--- config.mk ---
export PLATFORM = sky130hd
export DESIGN_NAME = rblr_out_fifo
export DESIGN_NICKNAME = d
export VERILOG_FILES = /design/src/hdl/rblr_pkg.sv /design/src/hdl/rblr_out_fifo.sv
export SDC_FILE = /design/constraint.sdc
export NUM_CORES = 1
export LEC_CHECK = 0
export BUFFER_PORTS_ARGS = -buffer_cell sky130_fd_sc_hd__buf_2
export CAP_MARGIN = 20
export CELL_PAD_IN_SITES_DETAIL_PLACEMENT = 0
export CELL_PAD_IN_SITES_GLOBAL_PLACEMENT = 1
export CORE_ASPECT_RATIO = 0.6
export CORE_MARGIN = 2
export CORE_UTILIZATION = 53
export CTS_CLUSTER_DIAMETER = 50
export DETAILED_ROUTE_END_ITERATION = 6
export MAX_ROUTING_LAYER = met4
export PLACE_DENSITY = 0.91
export SYNTH_ARGS = -nofsm -noshare
export SYNTH_HDL_FRONTEND = slang
export SYNTH_SLANG_ARGS = --single-unit
export TNS_END_PERCENT = 30
--- constraint.sdc ---
create_clock -name clk -period 4.2 [get_ports clk]
set_input_delay 0.84 -clock clk [delete_from_list [all_inputs] [get_ports clk]]
set_output_delay 0.84 -clock clk [all_outputs]
set_load 0.01 [all_outputs]
--- src/hdl/rblr_pkg.sv ---
// Shared constants, transaction types and helpers for the ring buffer linear resampler.
package rblr_pkg;

	localparam int RING_AW    = 10;
	localparam int RING_DEPTH = 1 << RING_AW;
	localparam int FILL_W     = RING_AW + 1;
	localparam int FRAC_BITS  = 16;
	localparam int STEP_FRAC  = 16;
	localparam int POS_W      = 48;
	localparam int WCNT_W     = 32;
	localparam int SMP_W      = 24;
	localparam int STEP_W     = 24;
	localparam int MARGIN_W   = 11;
	localparam int CMP_W      = POS_W + 2;
	localparam int PROD_W     = SMP_W + 1 + FRAC_BITS + 1;

	localparam int OUT_DEPTH  = 4;
	localparam int OUT_AW     = 2;
	localparam int OUT_CW     = OUT_AW + 1;

	localparam int CFG_IDX_W  = 2;
	localparam int CFG_DATA_W = 24;

	localparam logic [CFG_IDX_W-1:0] CFG_STEP_RATIO    = 2'd0;
	localparam logic [CFG_IDX_W-1:0] CFG_REFILL_MARGIN = 2'd1;
	localparam logic [CFG_IDX_W-1:0] CFG_PLAYING       = 2'd2;

	localparam logic REQ_READ  = 1'b0;
	localparam logic REQ_WRITE = 1'b1;

	localparam logic [STEP_W-1:0]   STEP_RESET   = 24'd65536;
	localparam logic [MARGIN_W-1:0] MARGIN_RESET = 11'd256;

	typedef struct packed {
		logic                    req_type;
		logic signed [SMP_W-1:0] sample_value;
	} rblr_in_t;

	typedef struct packed {
		logic signed [SMP_W-1:0] sample_out;
		logic                    underrun;
		logic                    refill_request;
	} rblr_out_t;

	// read tick in flight alongside the ring read data
	typedef struct packed {
		logic                 valid;
		logic                 underrun;
		logic                 refill;
		logic                 ok0;
		logic                 ok1;
		logic [FRAC_BITS-1:0] frac;
	} rblr_tag_t;

	function automatic logic [POS_W-1:0] scale_step(input logic [STEP_W-1:0] s);
		logic [POS_W-1:0] w;
		w = POS_W'(s);
		if (FRAC_BITS >= STEP_FRAC)
			return w << (FRAC_BITS - STEP_FRAC);
		else
			return w >> (STEP_FRAC - FRAC_BITS);
	endfunction

endpackage

--- src/hdl/rblr_out_fifo.sv ---
// Result queue between the datapath and the output channel.
module rblr_out_fifo (
	input  logic                        clk,
	input  logic                        arst_n,
	input  logic                        push,
	input  rblr_pkg::rblr_out_t         push_data,
	input  logic                        pop,
	output rblr_pkg::rblr_out_t         head,
	output logic [rblr_pkg::OUT_CW-1:0] count
);

	rblr_pkg::rblr_out_t             entry_q [rblr_pkg::OUT_DEPTH];
	logic [rblr_pkg::OUT_AW-1:0]     wptr_q;
	logic [rblr_pkg::OUT_AW-1:0]     rptr_q;
	logic [rblr_pkg::OUT_CW-1:0]     count_q;

	always_ff @(posedge clk or negedge arst_n) begin
		if (!arst_n) begin
			wptr_q  <= '0;
			rptr_q  <= '0;
			count_q <= '0;
		end else begin
			if (push) begin
				wptr_q <= wptr_q + 1'b1;
			end
			if (pop) begin
				rptr_q <= rptr_q + 1'b1;
			end
			if (push && !pop) begin
				count_q <= count_q + 1'b1;
			end else if (pop && !push) begin
				count_q <= count_q - 1'b1;
			end
		end
	end

	always_ff @(posedge clk) begin
		if (push) begin
			entry_q[wptr_q] <= push_data;
		end
	end

	assign head  = entry_q[rptr_q];
	assign count = count_q;

endmodule

# --- Word-level counts from Yosys, hierarchy flattened ---
# Memories as Yosys holds them, arrays and structs flattened.
# Cells that the tools add are included.
totals:
  regBits: 7
  ramBits: 104
  input_bits: 30
  out_inout_bits: 29
  word_cells: 17
  n_memories: 1
op_classes:
  addsub: 4
  mux: 4
  n_reduce_logical: 5
mem_list:
  columns: ["memory", "words", "word_bits", "read_ports", "rd_ports_with_merged_regs", "wr", "line", "source"]
  rows:
  - ["entry_q", 4, 26, 1, 0, 1, "rblr_out_fifo.sv:12", "rblr_pkg::rblr_out_t entry_q [rblr_pkg::OUT_DEPTH];"]
op_table:
  columns: ["op", "count"]
  rows:
  - ["$mux 3", 2]
  - ["$add 2x1->2 const B", 2]
  - ["$add 3x1->3 const B", 1]
  - ["$sub 3x1->3 const B", 1]
  - ["$logic_and 1x1->1", 2]
  - ["$logic_not 1->1", 2]
  - ["$mux 1", 2]
  - ["$reduce_bool 2->1", 1]

# --- Depth between registers and ports, before layout ---
logic_depth:
  ltp_word: 4
  mapped_depth: 7
  depth_no_buf: 7

# --- Worst setup path after synthesis ---
# Ideal clock, no wire load.
synth_timing:
  path_kind: "flip-flop to output port"
  start: "reg rptr_q[0] (netlist name)"
  end: "out head[0] (netlist name)"
  arrival_time_ps: 1151
  t_required_ps: 3360
  path_slack_ps: 2209
  path_stages_with_launch: 4
  path_buffers: 2
  cell_sequence: "dfrtp_1 buf_6 buf_12 mux4_2"
synth_rtl:
  columns: ["element", "line", "source"]
  rows:
  - ["from (decl)", "rblr_out_fifo.sv:14", "logic [rblr_pkg::OUT_AW-1:0] rptr_q;"]
  - ["from (signal assigned)", "rblr_out_fifo.sv:27", "rptr_q <= rptr_q + 1'b1;"]
  - ["to (decl)", "rblr_out_fifo.sv:8", "output rblr_pkg::rblr_out_t head,"]

==> results.md <==
* Status: finished clean
* Critical path arrival at 2.14 ns
* Synth top area cells: edfxtp_1, mux4_2, mux4_1
* TritonCTS Buffers at 9
* Global placement routability congestion at 0.7288
* Drt drc at 0
* Ordered cell list for the critical path: mux4_1, buf_2
* DRT iter0 DRCs at roughly 130
* Final nets at 272
* Largest stage delay, worst path at 0.96 ns
* Filler Cell Count at 570
* Clock buffer depth at 2
* Final hold violations at 0
* Pins over their slew limit at 0
* Drt first pass iters at 4
* Critical-path top delay cell: dfrtp_2
* Die height at 72.82 um
* Root Buffer Master: clkbuf_16
* Initial antenna violation count at 0
* H-Tree Depth at 3
* DRT Wirelength at 6.611 mm
* Fin area at 4885 sq um
* FF+latch count, synth at about 110
* Synth warn at 0
* Setup TNS at 0 ns
* Commonest non-fill, non-tap cells in the layout: edfxtp_1, buf_2, mux4_2
* Syn Nets at 204
* Total die area at 8642 sq um
* CP startpoint kind: flop
* Seq/Total Area, Yosys at 0.7885
* Largest net degree at the start of global routing at 29
* Antenna cell count at 0
* CTS tree: done
* Worst slew margin at 0.4038
* Insertion delay to the later sink of the worst-skew pair at 0.34 ns
* Max Fanout on Critical Path at 28
* Post-route ant nets at 0
* CP Class: reg2out
* Synth cell types at 17
* RSZ-0062 raised after global routing: no
* WL/cell at 18.94 um
* Initial core utilization at 0.5392
* Ratio of cells with drive above 1 in the final layout at 0.3983
* Remaining global-route overflow at 0
* Max Clock Freq at 0.3354 GHz
* Top Layer Used: met4
* CP Capture Type: output pin
* Worst min-delay path category: in2async
* CP bufs+invs at 1
* Final min period at a little under 3 ns
* Most common cell after layout, fill and taps aside: edfxtp_1
* Clock Skew at between 0.005 and 0.006 ns
* DP HPWL at 4.206 mm
* Peak supply drop at 0.3896 mV
* Vias at 1859
* CP required at 3.36 ns
* Core ar. at 7757 sq um
* Global-route wire length before repair at between 10 and 15 mm
* Met2 wire len at between 3 and 4 mm
* Clk slew on worst S/H paths at around 0.060 ns
* Lkg Pwr at 0.001743 uW
* Vias/cell at 5.327
* Power per cell area at 672.3 nW/um^2
* Port Buf Inserts at between 50 and 60
* Delay-heaviest family, CP: flip-flops
* Layout area overhead at 16.78%
* Vias in the first global route at 1927
* DP Area at 4601 sq um
* Area leader, netlist: edfxtp_1
* Tcrit/Tclk final at 0.7098
* Top cell type's share of synthesized area at 0.7466
* Clk sinks at 111
* Worst Max-Slew Pin Slew at 0.8942 ns
* Core Util, Final at 0.6297
* Post-Synthesis Cells at ~170
* Cell Rows at 25
* Post-CTS Setup Bufs at 0
* Cell area after synthesis at 4183 sq um
* Syn_area_per_cell at approximately 25 sq um
* # resized after CTS at 0
* GRT Util Overall at 0.1777
* Die width at 118.7 um
* Hold Buf Count CTS at 0
* WL met3 at ~440 um
* Number of max-cap violations at 0
* Wire length on met1 at just over 3 mm
* Endpoints failing setup at 0
* IO Pins at a little under 60
routing by layer:
layer | vias to the layer above | track usage
li1 | 835 | -
met1 | 947 | 0.2391
met2 | 69 | 0.2548
met3 | 8 | 0.07109
met4 | 0 | 0.05291
met5 | - | -
cell usage after synthesis:
| cell | n |
|---|---|
| nand2_1 | 2 |
| buf_2 | 3 |
| o21ai_0 | 1 |
| xor2_1 | 4 |
| and2_1 | 4 |
| ha_1 | 5 |
| dfrtp_1 | 7 |
| inv_1 | 4 |
| edfxtp_1 | 104 |
| mux2_2 | 1 |
| mux4_1 | 8 |
| xnor2_1 | 2 |
| buf_6 | 1 |
| fa_1 | 1 |
| buf_12 | 2 |
| nor2_1 | 1 |
| mux4_2 | 18 |
kinds of logic after synthesis:
family | count (synthesis) | synth area share
flip-flops | 111 | 0.7885
multiplexers | 27 | 0.1499
buffers and inverters | 10 | 0.01944
AND/OR/NAND/NOR | 7 | 0.008674
XOR/XNOR | 6 | 0.01256
adder cells (fa/ha/maj) | 6 | 0.01974
AO/OA/AOI/OAI | 1 | 0.001195
worst register-to-register path: cells and delay by family (launching register included):
kind,cells,cell delay [ns]
AND/OR/NAND/NOR,1,0.52
buffers and inverters,2,0.45
flip-flops,1,0.42
adder cells (fa/ha/maj),1,0.14
layout make-up:
type                    count  area, sq um  area share
flip-flops and latches    111         3299      0.6755
well taps                 108        135.1     0.02766
clock inverters             4        47.55    0.009734
multi-input cells          47        803.3      0.1644
repair buffers             63        347.8     0.07121
inverters                   4        15.01    0.003074
clock buffers              12        236.5     0.04841
through the flow:
step,setup slack [ns],hold WS (ns),power [uW],cells
after floorplan,2.209,0.4936,2205,168
after global placement,1.572,0.4524,2468,332
after detailed placement,1.532,0.4545,2525,333
after CTS,1.152,0.3078,3330,349
after global routing,1.042,0.3025,3462,349
final,1.219,0.3214,3284,349
worst paths after layout:
kind | from | end | slack (ns) | cells past startpoint
hold reg to reg | count[2] | count[2] | 0.47 | 1
hold / removal | arst_n | count[2] | 0.32 | 1
setup / recovery | rptr_q[0] | head[17] | 1.22 | 2
max in group asynchronous | arst_n | rptr_q[0] | 3.71 | 1
setup reg to reg | wptr_q[0] | entry_q[0][12] | 2.35 | 4
min in group clk | count[2] | count[2] | 0.47 | 1
report_power, final:
part           total, uW  switching [uW]  internal [uW]  leakage, uW
clock                801             340            460     0.000137
sequential          1620             165           1450      0.00104
combinational        864             407            457     0.000570
sequential cells by signal (all words and copies together), names as in the netlist:
register and cells:
entry_q 104, count 3, rptr_q 2, wptr_q 2
Note: power is estimated with default switching activity, not from simulation.
