$ cat src/hdl/rblr_pkg.sv
// Shared constants, transaction types and helpers for the ring buffer linear resampler.
package rblr_pkg;

	localparam int RING_AW    = 10;
	localparam int RING_DEPTH = 1 << RING_AW;
	localparam int FILL_W     = RING_AW + 1;
	localparam int FRAC_BITS  = 16;
	localparam int STEP_FRAC  = 16;
	localparam int POS_W      = 48;
	localparam int WCNT_W     = 32;
	localparam int SMP_W      = 24;
	localparam int STEP_W     = 24;
	localparam int MARGIN_W   = 11;
	localparam int CMP_W      = POS_W + 2;
	localparam int PROD_W     = SMP_W + 1 + FRAC_BITS + 1;

	localparam int OUT_DEPTH  = 4;
	localparam int OUT_AW     = 2;
	localparam int OUT_CW     = OUT_AW + 1;

	localparam int CFG_IDX_W  = 2;
	localparam int CFG_DATA_W = 24;

	localparam logic [CFG_IDX_W-1:0] CFG_STEP_RATIO    = 2'd0;
	localparam logic [CFG_IDX_W-1:0] CFG_REFILL_MARGIN = 2'd1;
	localparam logic [CFG_IDX_W-1:0] CFG_PLAYING       = 2'd2;

	localparam logic REQ_READ  = 1'b0;
	localparam logic REQ_WRITE = 1'b1;

	localparam logic [STEP_W-1:0]   STEP_RESET   = 24'd65536;
	localparam logic [MARGIN_W-1:0] MARGIN_RESET = 11'd256;

	typedef struct packed {
		logic                    req_type;
		logic signed [SMP_W-1:0] sample_value;
	} rblr_in_t;

	typedef struct packed {
		logic signed [SMP_W-1:0] sample_out;
		logic                    underrun;
		logic                    refill_request;
	} rblr_out_t;

	// read tick in flight alongside the ring read data
	typedef struct packed {
		logic                 valid;
		logic                 underrun;
		logic                 refill;
		logic                 ok0;
		logic                 ok1;
		logic [FRAC_BITS-1:0] frac;
	} rblr_tag_t;

	function automatic logic [POS_W-1:0] scale_step(input logic [STEP_W-1:0] s);
		logic [POS_W-1:0] w;
		w = POS_W'(s);
		if (FRAC_BITS >= STEP_FRAC)
			return w << (FRAC_BITS - STEP_FRAC);
		else
			return w >> (STEP_FRAC - FRAC_BITS);
	endfunction

endpackage

$ cat src/hdl/rblr_interp.sv
// Interpolation datapath: difference times fraction, then round and offset.
module rblr_interp (
	input  logic                        clk,
	input  logic                        arst_n,
	input  rblr_pkg::rblr_tag_t         tag_s1,
	input  logic [rblr_pkg::SMP_W-1:0]  rd0,
	input  logic [rblr_pkg::SMP_W-1:0]  rd1,
	output logic                        res_valid,
	output rblr_pkg::rblr_out_t         res,
	output logic                        busy
);

	logic signed [rblr_pkg::SMP_W-1:0]  s0;
	logic signed [rblr_pkg::SMP_W-1:0]  s1;
	logic signed [rblr_pkg::SMP_W:0]    diff;
	logic signed [rblr_pkg::PROD_W-1:0] prod;

	logic                               valid_s2;
	logic                               under_s2;
	logic                               refill_s2;
	logic signed [rblr_pkg::SMP_W-1:0]  s0_s2;
	logic signed [rblr_pkg::PROD_W-1:0] prod_s2;

	logic signed [rblr_pkg::PROD_W-1:0] rnd;
	logic signed [rblr_pkg::PROD_W-1:0] quo;
	logic signed [rblr_pkg::SMP_W:0]    sum;

	// never-written entries read as zero
	assign s0   = tag_s1.ok0 ? $signed(rd0) : '0;
	assign s1   = tag_s1.ok1 ? $signed(rd1) : '0;
	assign diff = (rblr_pkg::SMP_W+1)'(s1) - (rblr_pkg::SMP_W+1)'(s0);
	assign prod = rblr_pkg::PROD_W'(diff) * $signed({1'b0, tag_s1.frac});

	always_ff @(posedge clk or negedge arst_n) begin
		if (!arst_n) begin
			valid_s2 <= 1'b0;
		end else begin
			valid_s2 <= tag_s1.valid;
		end
	end

	always_ff @(posedge clk) begin
		if (tag_s1.valid) begin
			under_s2  <= tag_s1.underrun;
			refill_s2 <= tag_s1.refill;
			s0_s2     <= s0;
			prod_s2   <= prod;
		end
	end

	// round to nearest, ties toward plus infinity
	assign rnd = prod_s2 + (rblr_pkg::PROD_W'(1) <<< (rblr_pkg::FRAC_BITS - 1));
	assign quo = rnd >>> rblr_pkg::FRAC_BITS;
	assign sum = (rblr_pkg::SMP_W+1)'(s0_s2) + quo[rblr_pkg::SMP_W:0];

	assign res_valid          = valid_s2;
	assign res.sample_out     = under_s2 ? '0 : sum[rblr_pkg::SMP_W-1:0];
	assign res.underrun       = under_s2;
	assign res.refill_request = refill_s2;
	assign busy               = valid_s2;

endmodule

$ cat config.mk
export PLATFORM = sky130hd
export DESIGN_NAME = rblr_interp
export DESIGN_NICKNAME = d
export VERILOG_FILES = /design/src/hdl/rblr_pkg.sv /design/src/hdl/rblr_interp.sv
export SDC_FILE = /design/constraint.sdc
export NUM_CORES = 1
export LEC_CHECK = 0
export BUFFER_PORTS_ARGS = -buffer_cell sky130_fd_sc_hd__buf_2
export CAP_MARGIN = 10
export CORE_ASPECT_RATIO = 1.2
export CORE_MARGIN = 4
export CORE_UTILIZATION = 45
export CTS_BUF_LIST = sky130_fd_sc_hd__clkbuf_16
export DETAILED_ROUTE_END_ITERATION = 7
export SYNTH_ARGS = -nofsm -noshare
export SYNTH_HDL_FRONTEND = slang
export SYNTH_SLANG_ARGS = --single-unit
$ cat constraint.sdc
create_clock -name clk -period 3.5 [get_ports clk]
set_input_delay 0.525 -clock clk [delete_from_list [all_inputs] [get_ports clk]]
set_output_delay 0.525 -clock clk [all_outputs]
set_load 0.005 [all_outputs]
Word level (Yosys, flattened, before mapping)
Cells that the tools add are included.

Word-level logic and storage cells: 12. Bits in registers: 67. Output and inout port bits: 28. Input bits: 71.

Multipliers: 1. $add $sub $neg: 3. Muxes and demuxes: 3.

Operator list (count): 2-to-1 mux 24 bit (3); adder 40 x 17 -> 40 bit, second input constant (1); multiplier 25 x 17 -> 40 bit (1); subtractor 24 x 24 -> 25 bit (1); adder 24 bit (1).

Depth between registers and ports, before layout
Gate-level depths: netlist (run 1).

Depth in word-level cells: 3. Gate-level depth with buffers: 35.

Worst setup path before layout (run 1)
No wires, ideal clock.

Path type: in2reg. Start: input port tag_s1[17] in the netlist's numbering. End: register prod_s2[39] in the netlist's numbering (data pin). Setup slack: -4.887 ns. Data required time: 3.240 ns. Arrival: 8.127 ns. Library setup time: 0.260 ns. Buffers on the path: 2. Stages on the path: 30. Cell sequence: clkbuf_1 nand2_1 fa_1 a211oi_1 o21ai_1 a221oi_2 o21ai_1 a21oi_1 o21bai_1 a21oi_2 xnor2_1 buf_2 nand2_1 fa_1 inv_1 fa_1 fa_1 fa_1 fa_1 inv_1 fa_1 inv_1 ha_1 a21o_1 or3_1 o31ai_4 o32ai_2 a221o_1 a31o_1 xnor2_1.

Word-level cells in the longest chain between the ends: 3.

Ends and longest elaborated chain: from (decl) (RTL line rblr_interp.sv:5) `input rblr_pkg::rblr_tag_t tag_s1,`; 2-to-1 mux 24 bit (RTL line rblr_interp.sv:29) `assign s0 = tag_s1.ok0 ? $signed(rd0) : '0;`; subtractor 24 x 24 -> 25 bit (RTL line rblr_interp.sv:31) `assign diff = (rblr_pkg::SMP_W+1)'(s1) - (rblr_pkg::SMP_W+1)'(s0);`; multiplier 25 x 17 -> 40 bit (RTL line rblr_interp.sv:32) `assign prod = rblr_pkg::PROD_W'(diff) * $signed({1'b0, tag_s1.frac});`; net prod, one bit (RTL line rblr_interp.sv:16) `logic signed [rblr_pkg::PROD_W-1:0] prod;`; to (signal assigned) (RTL line rblr_interp.sv:47) `prod_s2 <= prod;`; to (decl) (RTL line rblr_interp.sv:22) `logic signed [rblr_pkg::PROD_W-1:0] prod_s2;`.

The timed path passes the listed nets, and every way through them passes these cells. A chain may end at the register's enable or synchronous reset.

Worst setup path in the final report (run 1)
Start: input port tag_s1[17] in the netlist's numbering. End: register prod_s2[39] in the netlist's numbering (data pin).

Word-level cells in the longest chain between the ends: 3.

Ends and longest elaborated chain: 2-to-1 mux 24 bit (RTL line rblr_interp.sv:29); net s0, one bit (RTL line rblr_interp.sv:13) `logic signed [rblr_pkg::SMP_W-1:0] s0;`; subtractor 24 x 24 -> 25 bit (RTL line rblr_interp.sv:31); multiplier 25 x 17 -> 40 bit (RTL line rblr_interp.sv:32); net prod, one bit (RTL line rblr_interp.sv:16).

The timed path passes the listed nets, and every way through them passes these cells.

==> run_results.csv, run 1 <==
group,metric,value,unit
floorplan,core,39900,um^2
setup_path,crit_top_cell,"fa_1",
final_layout,layoutNonFillerInstCount,3016,
synthesis,yosysTopAreaCell,"fa_1",
sta,max_freq,125,MHz
placement,portBuffers,98,
hold_path,min_path_type,"in2reg",
setup_path,path_class,"in2reg",
clock_network,path_clk_slew,0.07,ns
synthesis,syn_nets,2620,
floorplan,rows,80,
synthesis,ys_warn_count,0,
setup_path,worstSetupEndpointType,"flip-flop",
outcome,outcome,"finished with violations",
floorplan,die_x,192,um
sta,fin_crit_sh,229,%
routing,first_iter_violations,731,
setup_path,startpoint,"tag_s1[17]",
floorplan,start_util,45.7,%
sta,slew_violations,0,
clock_network,numCtsBuffers,5,
clock_network,clockRootBuffer,"clkbuf_16",
synthesis,synthArstFlopShare,1.92,%
sta,hold_viol_final,0,
placement,dp.cells,2966,
synthesis,yosys_register_bits,52,
setup_path,cp-start-kind,"input port",
routing,via_per_inst,4.96,
synthesis,synthTopCellsByArea,"fa_1, ha_1, inv_1",
outcome,failed_checks,"setup timing",
floorplan,pin_count,99,
synthesis,synth_ff_type,"edfxtp_1",
clock_network,ctsHtreeMaxLevel,2,
placement,place_hpwl,43400,um
final_layout,area_growth,30.6,%
setup_path,slowest_stage,"fa_1",
routing,wl_per_cell,16.9,um
final_layout,drive_above_1_share,28.4,%
synthesis,seq_area_frac_synth,8.53,%
sta,setup_viol,38,
placement,globalplace.congestion,0.884,
grt,grt_pass1_wl,83300,um
grt,overflow,0,
final_layout,utilization,59.7,%
synthesis,syn_inst,2031,
grt,grt_max_degree,41,
clock_network,clk_path_buf_depth,2,
synthesis,synth_edf_count,51,
grt,track_usage,23.8,%
sta,rsz0062_at_grt,"true",
synthesis,yosys.cell_count.top_type,"inv_1",
synthesis,avgSynthCellArea,8.99,um^2
hold_path,hp-start,"tag_s1[18]",
sta,setup_ws,-4.52,ns
routing,drc_errors,0,
sta,max_slew_margin,38.7,%
setup_path,max_stage_delay,0.53,ns
setup_path,crit_required,3.55,ns
setup_path,crit_fanout,7,
final_layout,fin_nets,3070,
floorplan,die_area,43900,um^2
placement,dpl_cell_area,22400,um^2
synthesis,yosysTopAreaCellShare,40.9,%
grt,grt_pass1_vias,16535,
run,max_cap_violations,0,
synthesis,syn-cell-area,18300,um^2
final_layout,stdcell_area,23800,um^2
clock_network,cts_sinks,52,
routing,ant_nets,0,
clock_network,cts_tree,"built",
sta,tightest_slew,0.920,ns
synthesis,synth_cell_type_count,66,
floorplan,die_h,229,um
synthesis,synth_commonest_cells,"inv_1, fa_1, nand2_1",
final_layout,fillers,3516,
grt,antenna_found_initial,1,
setup_path,crit_arrival,8.07,ns
routing,dr.pass1.iters,5,
routing,drt-total-wl,50900,um
routing,num_vias,14960,
sta,fin_crit,8.02,ns
## sequential cells by signal, summed over array words and instances, names as in the netlist
name	count
under_s2	1
s0_s2	24
refill_s2	1
prod_s2	25
busy	1
## cell usage in the layout (no fill, tap or decap), types with 17 or more instances in the layout
cell type  netlist  final
xor2_1          31     28
and2_1         179    172
a21oi_1         40     21
fa_1           373    356
ha_1           145    127
nor2_1          61     52
fa_2             0     17
buf_6            1     34
inv_1          482    474
xnor2_1         74     59
nand3_1         34     27
and3_1          21     19
edfxtp_1        51     51
nand2_1        238    229
buf_2            6     96
buf_4            4    377
a21o_1          22     22
## worst paths after layout
| check | endpoint | slack (ns) | cells after the start |
|---|---|---|---|
| worst max-delay path | prod_s2[39] | -4.52 | 34 |
| worst min-delay path | refill_s2 | 0.40 | 1 |
| max in group asynchronous | busy | 2.87 | 2 |
| min in group asynchronous | busy | 0.55 | 2 |
## logic make-up (layout without fill, tap and decap cells)
family,count (synthesis),in the layout,synth area share (%)
flops,52,52,8.53
buf+inv,561,1012,11.7
simple gates,602,602,16.4
xor+xnor,105,105,5.04
fa+ha+maj,523,523,51.1
compound gates,183,183,6.98
other cells,0,1,0
mux,5,5,0.288
## critical path: cells and delay by family
kind / cells / cell delay (ns)
adder cells (fa/ha/maj): 9 / 3.67
AO/OA/AOI/OAI: 12 / 2.26
buffers and inverters: 8 / 0.74
AND/OR/NAND/NOR: 3 / 0.53
XOR/XNOR: 2 / 0.32
## stage by stage
step	TNS, ns	setup slack (ns)	hold WS (ns)
floorplan	-98.51	-4.49	0.229
global placement	-116.99	-4.92	0.299
detailed placement	-119.92	-5.01	0.302
CTS	-107.47	-4.50	0.386
global route	-117.69	-4.83	0.382
finish	-107.99	-4.52	0.397
## timing repair
item | in CTS | in global routing
hold buffers | 1 | 0
gates resized for setup | 115 | 86
endpoints found under the setup margin | 40 | 40
hold endpoints to repair | 1 | 0
pin swaps | 74 | 79
buffers inserted | 22 | 25
cloned | 0 | 1
## metal layers
layer	global-route usage (%)	vias to the layer above	routed length, um
met5	0	-	7
met4	7.32	2	1460
met3	1.94	85	2090
met2	42.0	348	26100
met1	31.0	7468	21200
li1	-	7057	-
## final cells by class
cell class	instances	area, um^2	share of cell area [%]
multi-input combinational	1418	15700	65.7
timing repair buffer	522	3980	16.7
inverter	482	1810	7.59
sequential	52	1560	6.53
tap	533	667	2.80
clock buffer	5	125	0.525
clock inverter	3	42.5	0.178
antenna	1	2.50	0.0105
Power of run 1 is left out: the tool's default activity adds up to more than one toggle a clock period on the data nets, which glitch-free logic cannot reach.
==> inputs of run 2 (changes only) <==
--- a/config.mk
+++ b/config.mk
@@ -5,6 +5,7 @@
 export SDC_FILE = /design/constraint.sdc
 export NUM_CORES = 1
 export LEC_CHECK = 0
+export ABC_AREA = 1
 export BUFFER_PORTS_ARGS = -buffer_cell sky130_fd_sc_hd__buf_2
 export CAP_MARGIN = 10
 export CORE_ASPECT_RATIO = 1.2
==> run_results.csv, run 2 <==
group,metric,value,unit
sta,setup_ws,-3.58,ns
grt,overflow,0,
synthesis,syn-cell-area,20200,um^2
synthesis,synth_commonest_cells,"inv_1, nand2_1, fa_1",
synthesis,synth_edf_count,51,
routing,drt-total-wl,75100,um
final_layout,final_cell_mix,"inv_1, buf_4, nand2_1",
sta,max_slew_margin,60.3,%
setup_path,worstSetupEndpointType,"flip-flop",
synthesis,yosys_register_bits,52,
floorplan,die_area,48300,um^2
outcome,outcome,"finished with violations",
routing,wl_per_cell,19.7,um
placement,globalplace.congestion,0.975,
routing,dr.pass1.iters,6,
hold_path,hold_path_end,"refill_s2",
floorplan,die_h,240,um
clock_network,cts_sinks,52,
final_layout,layoutNonFillerInstCount,3820,
routing,drc_errors,0,
placement,portBuffers,98,
final_layout,regMostFlops,"prod_s2",
floorplan,start_util,45.8,%
final_layout,fillers,3631,
final_layout,area_growth,47.0,%
routing,via_per_inst,5.22,
final_layout,largest_reg_flops,25,
sta,rsz0062_at_grt,"true",
final_layout,final_common_cell,"inv_1",
final_layout,antenna_cells,0,
grt,grt_max_degree,45,
synthesis,synthArstFlopShare,1.92,%
clock_network,cts_tree,"built",
clock_network,clk_path_buf_depth,2,
hold_path,worstHoldPathCells,1,
setup_path,cp-start-kind,"input port",
synthesis,yosysTopAreaCellShare,37.0,%
sta,setup_viol,42,
clock_network,ctsHtreeMaxLevel,2,
routing,num_vias,19945,
setup_path,crit_arrival,7.15,ns
synthesis,yosysTopAreaCell,"fa_1",
synthesis,synth_ff_type,"edfxtp_1",
final_layout,drive_above_1_share,40.9,%
setup_path,crit_required,3.56,ns
sta,tightest_slew,0.596,ns
clock_network,path_clk_slew,0.08,ns
grt,grt_pass1_vias,21554,
synthesis,avgSynthCellArea,7.66,um^2
final_layout,reg_top3,"prod_s2: 25 flops, s0_s2: 24 flops",
floorplan,core,44000,um^2
sta,max_freq,141,MHz
grt,grt_pass1_wl,116000,um
outcome,failed_checks,"setup timing",
setup_path,path_class,"in2reg",
sta,fin_crit,7.08,ns
hold_path,hp-start,"tag_s1[18]",
setup_path,crit_fanout,5,
synthesis,syn_nets,3220,
clock_network,clockRootBuffer,"clkbuf_16",
placement,place_hpwl,61700,um
final_layout,fin_nets,3849,
sta,fin_crit_sh,202,%
run,max_cap_violations,0,
synthesis,synth_cell_type_count,59,
setup_path,max_stage_delay,0.55,ns
floorplan,rows,84,
sta,hold_viol_final,0,
floorplan,die_x,201,um
synthesis,yosys.cell_count.top_type,"inv_1",
floorplan,pin_count,99,
synthesis,synthTopCellsByArea,"fa_1, inv_1, ha_1",
clock_network,numCtsBuffers,5,
placement,dp.cells,3698,
grt,track_usage,30.7,%
routing,ant_nets,0,
routing,first_iter_violations,1070,
synthesis,seq_area_frac_synth,7.72,%
synthesis,syn_inst,2631,
synthesis,ys_warn_count,0,
grt,antenna_found_initial,2,
setup_path,slowest_stage,"fa_1",
hold_path,min_path_type,"in2reg",
sta,slew_violations,0,
-- run 2: changes by cell type in the layout (fill, tap and decap cells not counted), moves of 44 or more --
cell	delta
nand2_1	+122
ha_1	-48
nand2_4	+56
inv_2	+44
nor2_2	+64
nand3_1	+88
nand2_2	+86
xnor2_1	-46
and2_1	-171
buf_4	+109
nor2_1	+149
nor2_4	+50
ha_4	+46
inv_1	+121
-- run 2: worst max path at each step --
| stage | from | to | slack [ns] | depth (start not counted) |
|---|---|---|---|---|
| after floorplan | tag_s1[17] | prod_s2[37] | -3.22 | 37 |
| after global placement | tag_s1[17] | prod_s2[25] | -4.20 | 34 |
| after detailed placement | tag_s1[17] | prod_s2[25] | -4.30 | 30 |
| after CTS | tag_s1[16] | prod_s2[37] | -3.47 | 37 |
| after global routing | tag_s1[17] | prod_s2[39] | -3.76 | 40 |
| final | tag_s1[17] | prod_s2[39] | -3.58 | 40 |
-- run 2: critical path, delay by kind of cell --
kind	cells	cell delay (ns)
buffers and inverters	14	1.08
and+or+nand+nor	17	1.61
adders and majority gates	9	3.88
-- run 2: cell type report --
cell class                 count  area (um^2)  share of cell area [%]
tap                          559          699                    2.36
timing repair buffer         683         5660                    19.1
multi-input combinational   1852        19000                    64.2
clock inverter                 3         25.0                  0.0845
inverter                     666         2550                    8.59
clock buffer                   5          125                   0.422
sequential                    52         1560                    5.25
-- run 2: cells by family after synthesis --
logic type | synth area share, %
XOR/XNOR | 3.30
AND/OR/NAND/NOR | 22.8
flip-flops | 7.72
buffers and inverters | 13.9
AO/OA/AOI/OAI | 6.16
adder cells (fa/ha/maj) | 46.0
-- run 2: layer usage --
layer | global-route usage, % | vias up | part of all wire, %
met5 | 0 | - | 0.032
met4 | 14.3 | 4 | 6.0
met3 | 3.40 | 220 | 5.3
met2 | 56.8 | 688 | 52
met1 | 35.7 | 9897 | 37
li1 | - | 9136 | -
-- run 2: metrics by stage --
| stage | hold slack (ns) | util [%] | area (um^2) | setup TNS [ns] | setup slack (ns) |
|---|---|---|---|---|---|
| CTS | 0.375 | 64.3 | 28300 | -85.23 | -3.47 |
| global route | 0.384 | 67.3 | 29600 | -96.70 | -3.76 |
| detailed placement | 0.300 | 58.3 | 25700 | -103.13 | -4.30 |
| floorplan | 0.229 | - | 20900 | -76.86 | -3.22 |
| finish | 0.386 | 67.3 | 29600 | -89.11 | -3.58 |
| global placement | 0.300 | 58.3 | 25700 | -101.02 | -4.20 |
-- run 2: timing repair --
item	in CTS	in global routing
buffers inserted	69	43
endpoints found under the hold margin	1	0
endpoints found under the setup margin	42	44
pin swaps	182	157
hold buffers	1	0
gates cloned	3	1
resized for setup	454	252
Power of run 2 is left out for the same reason.
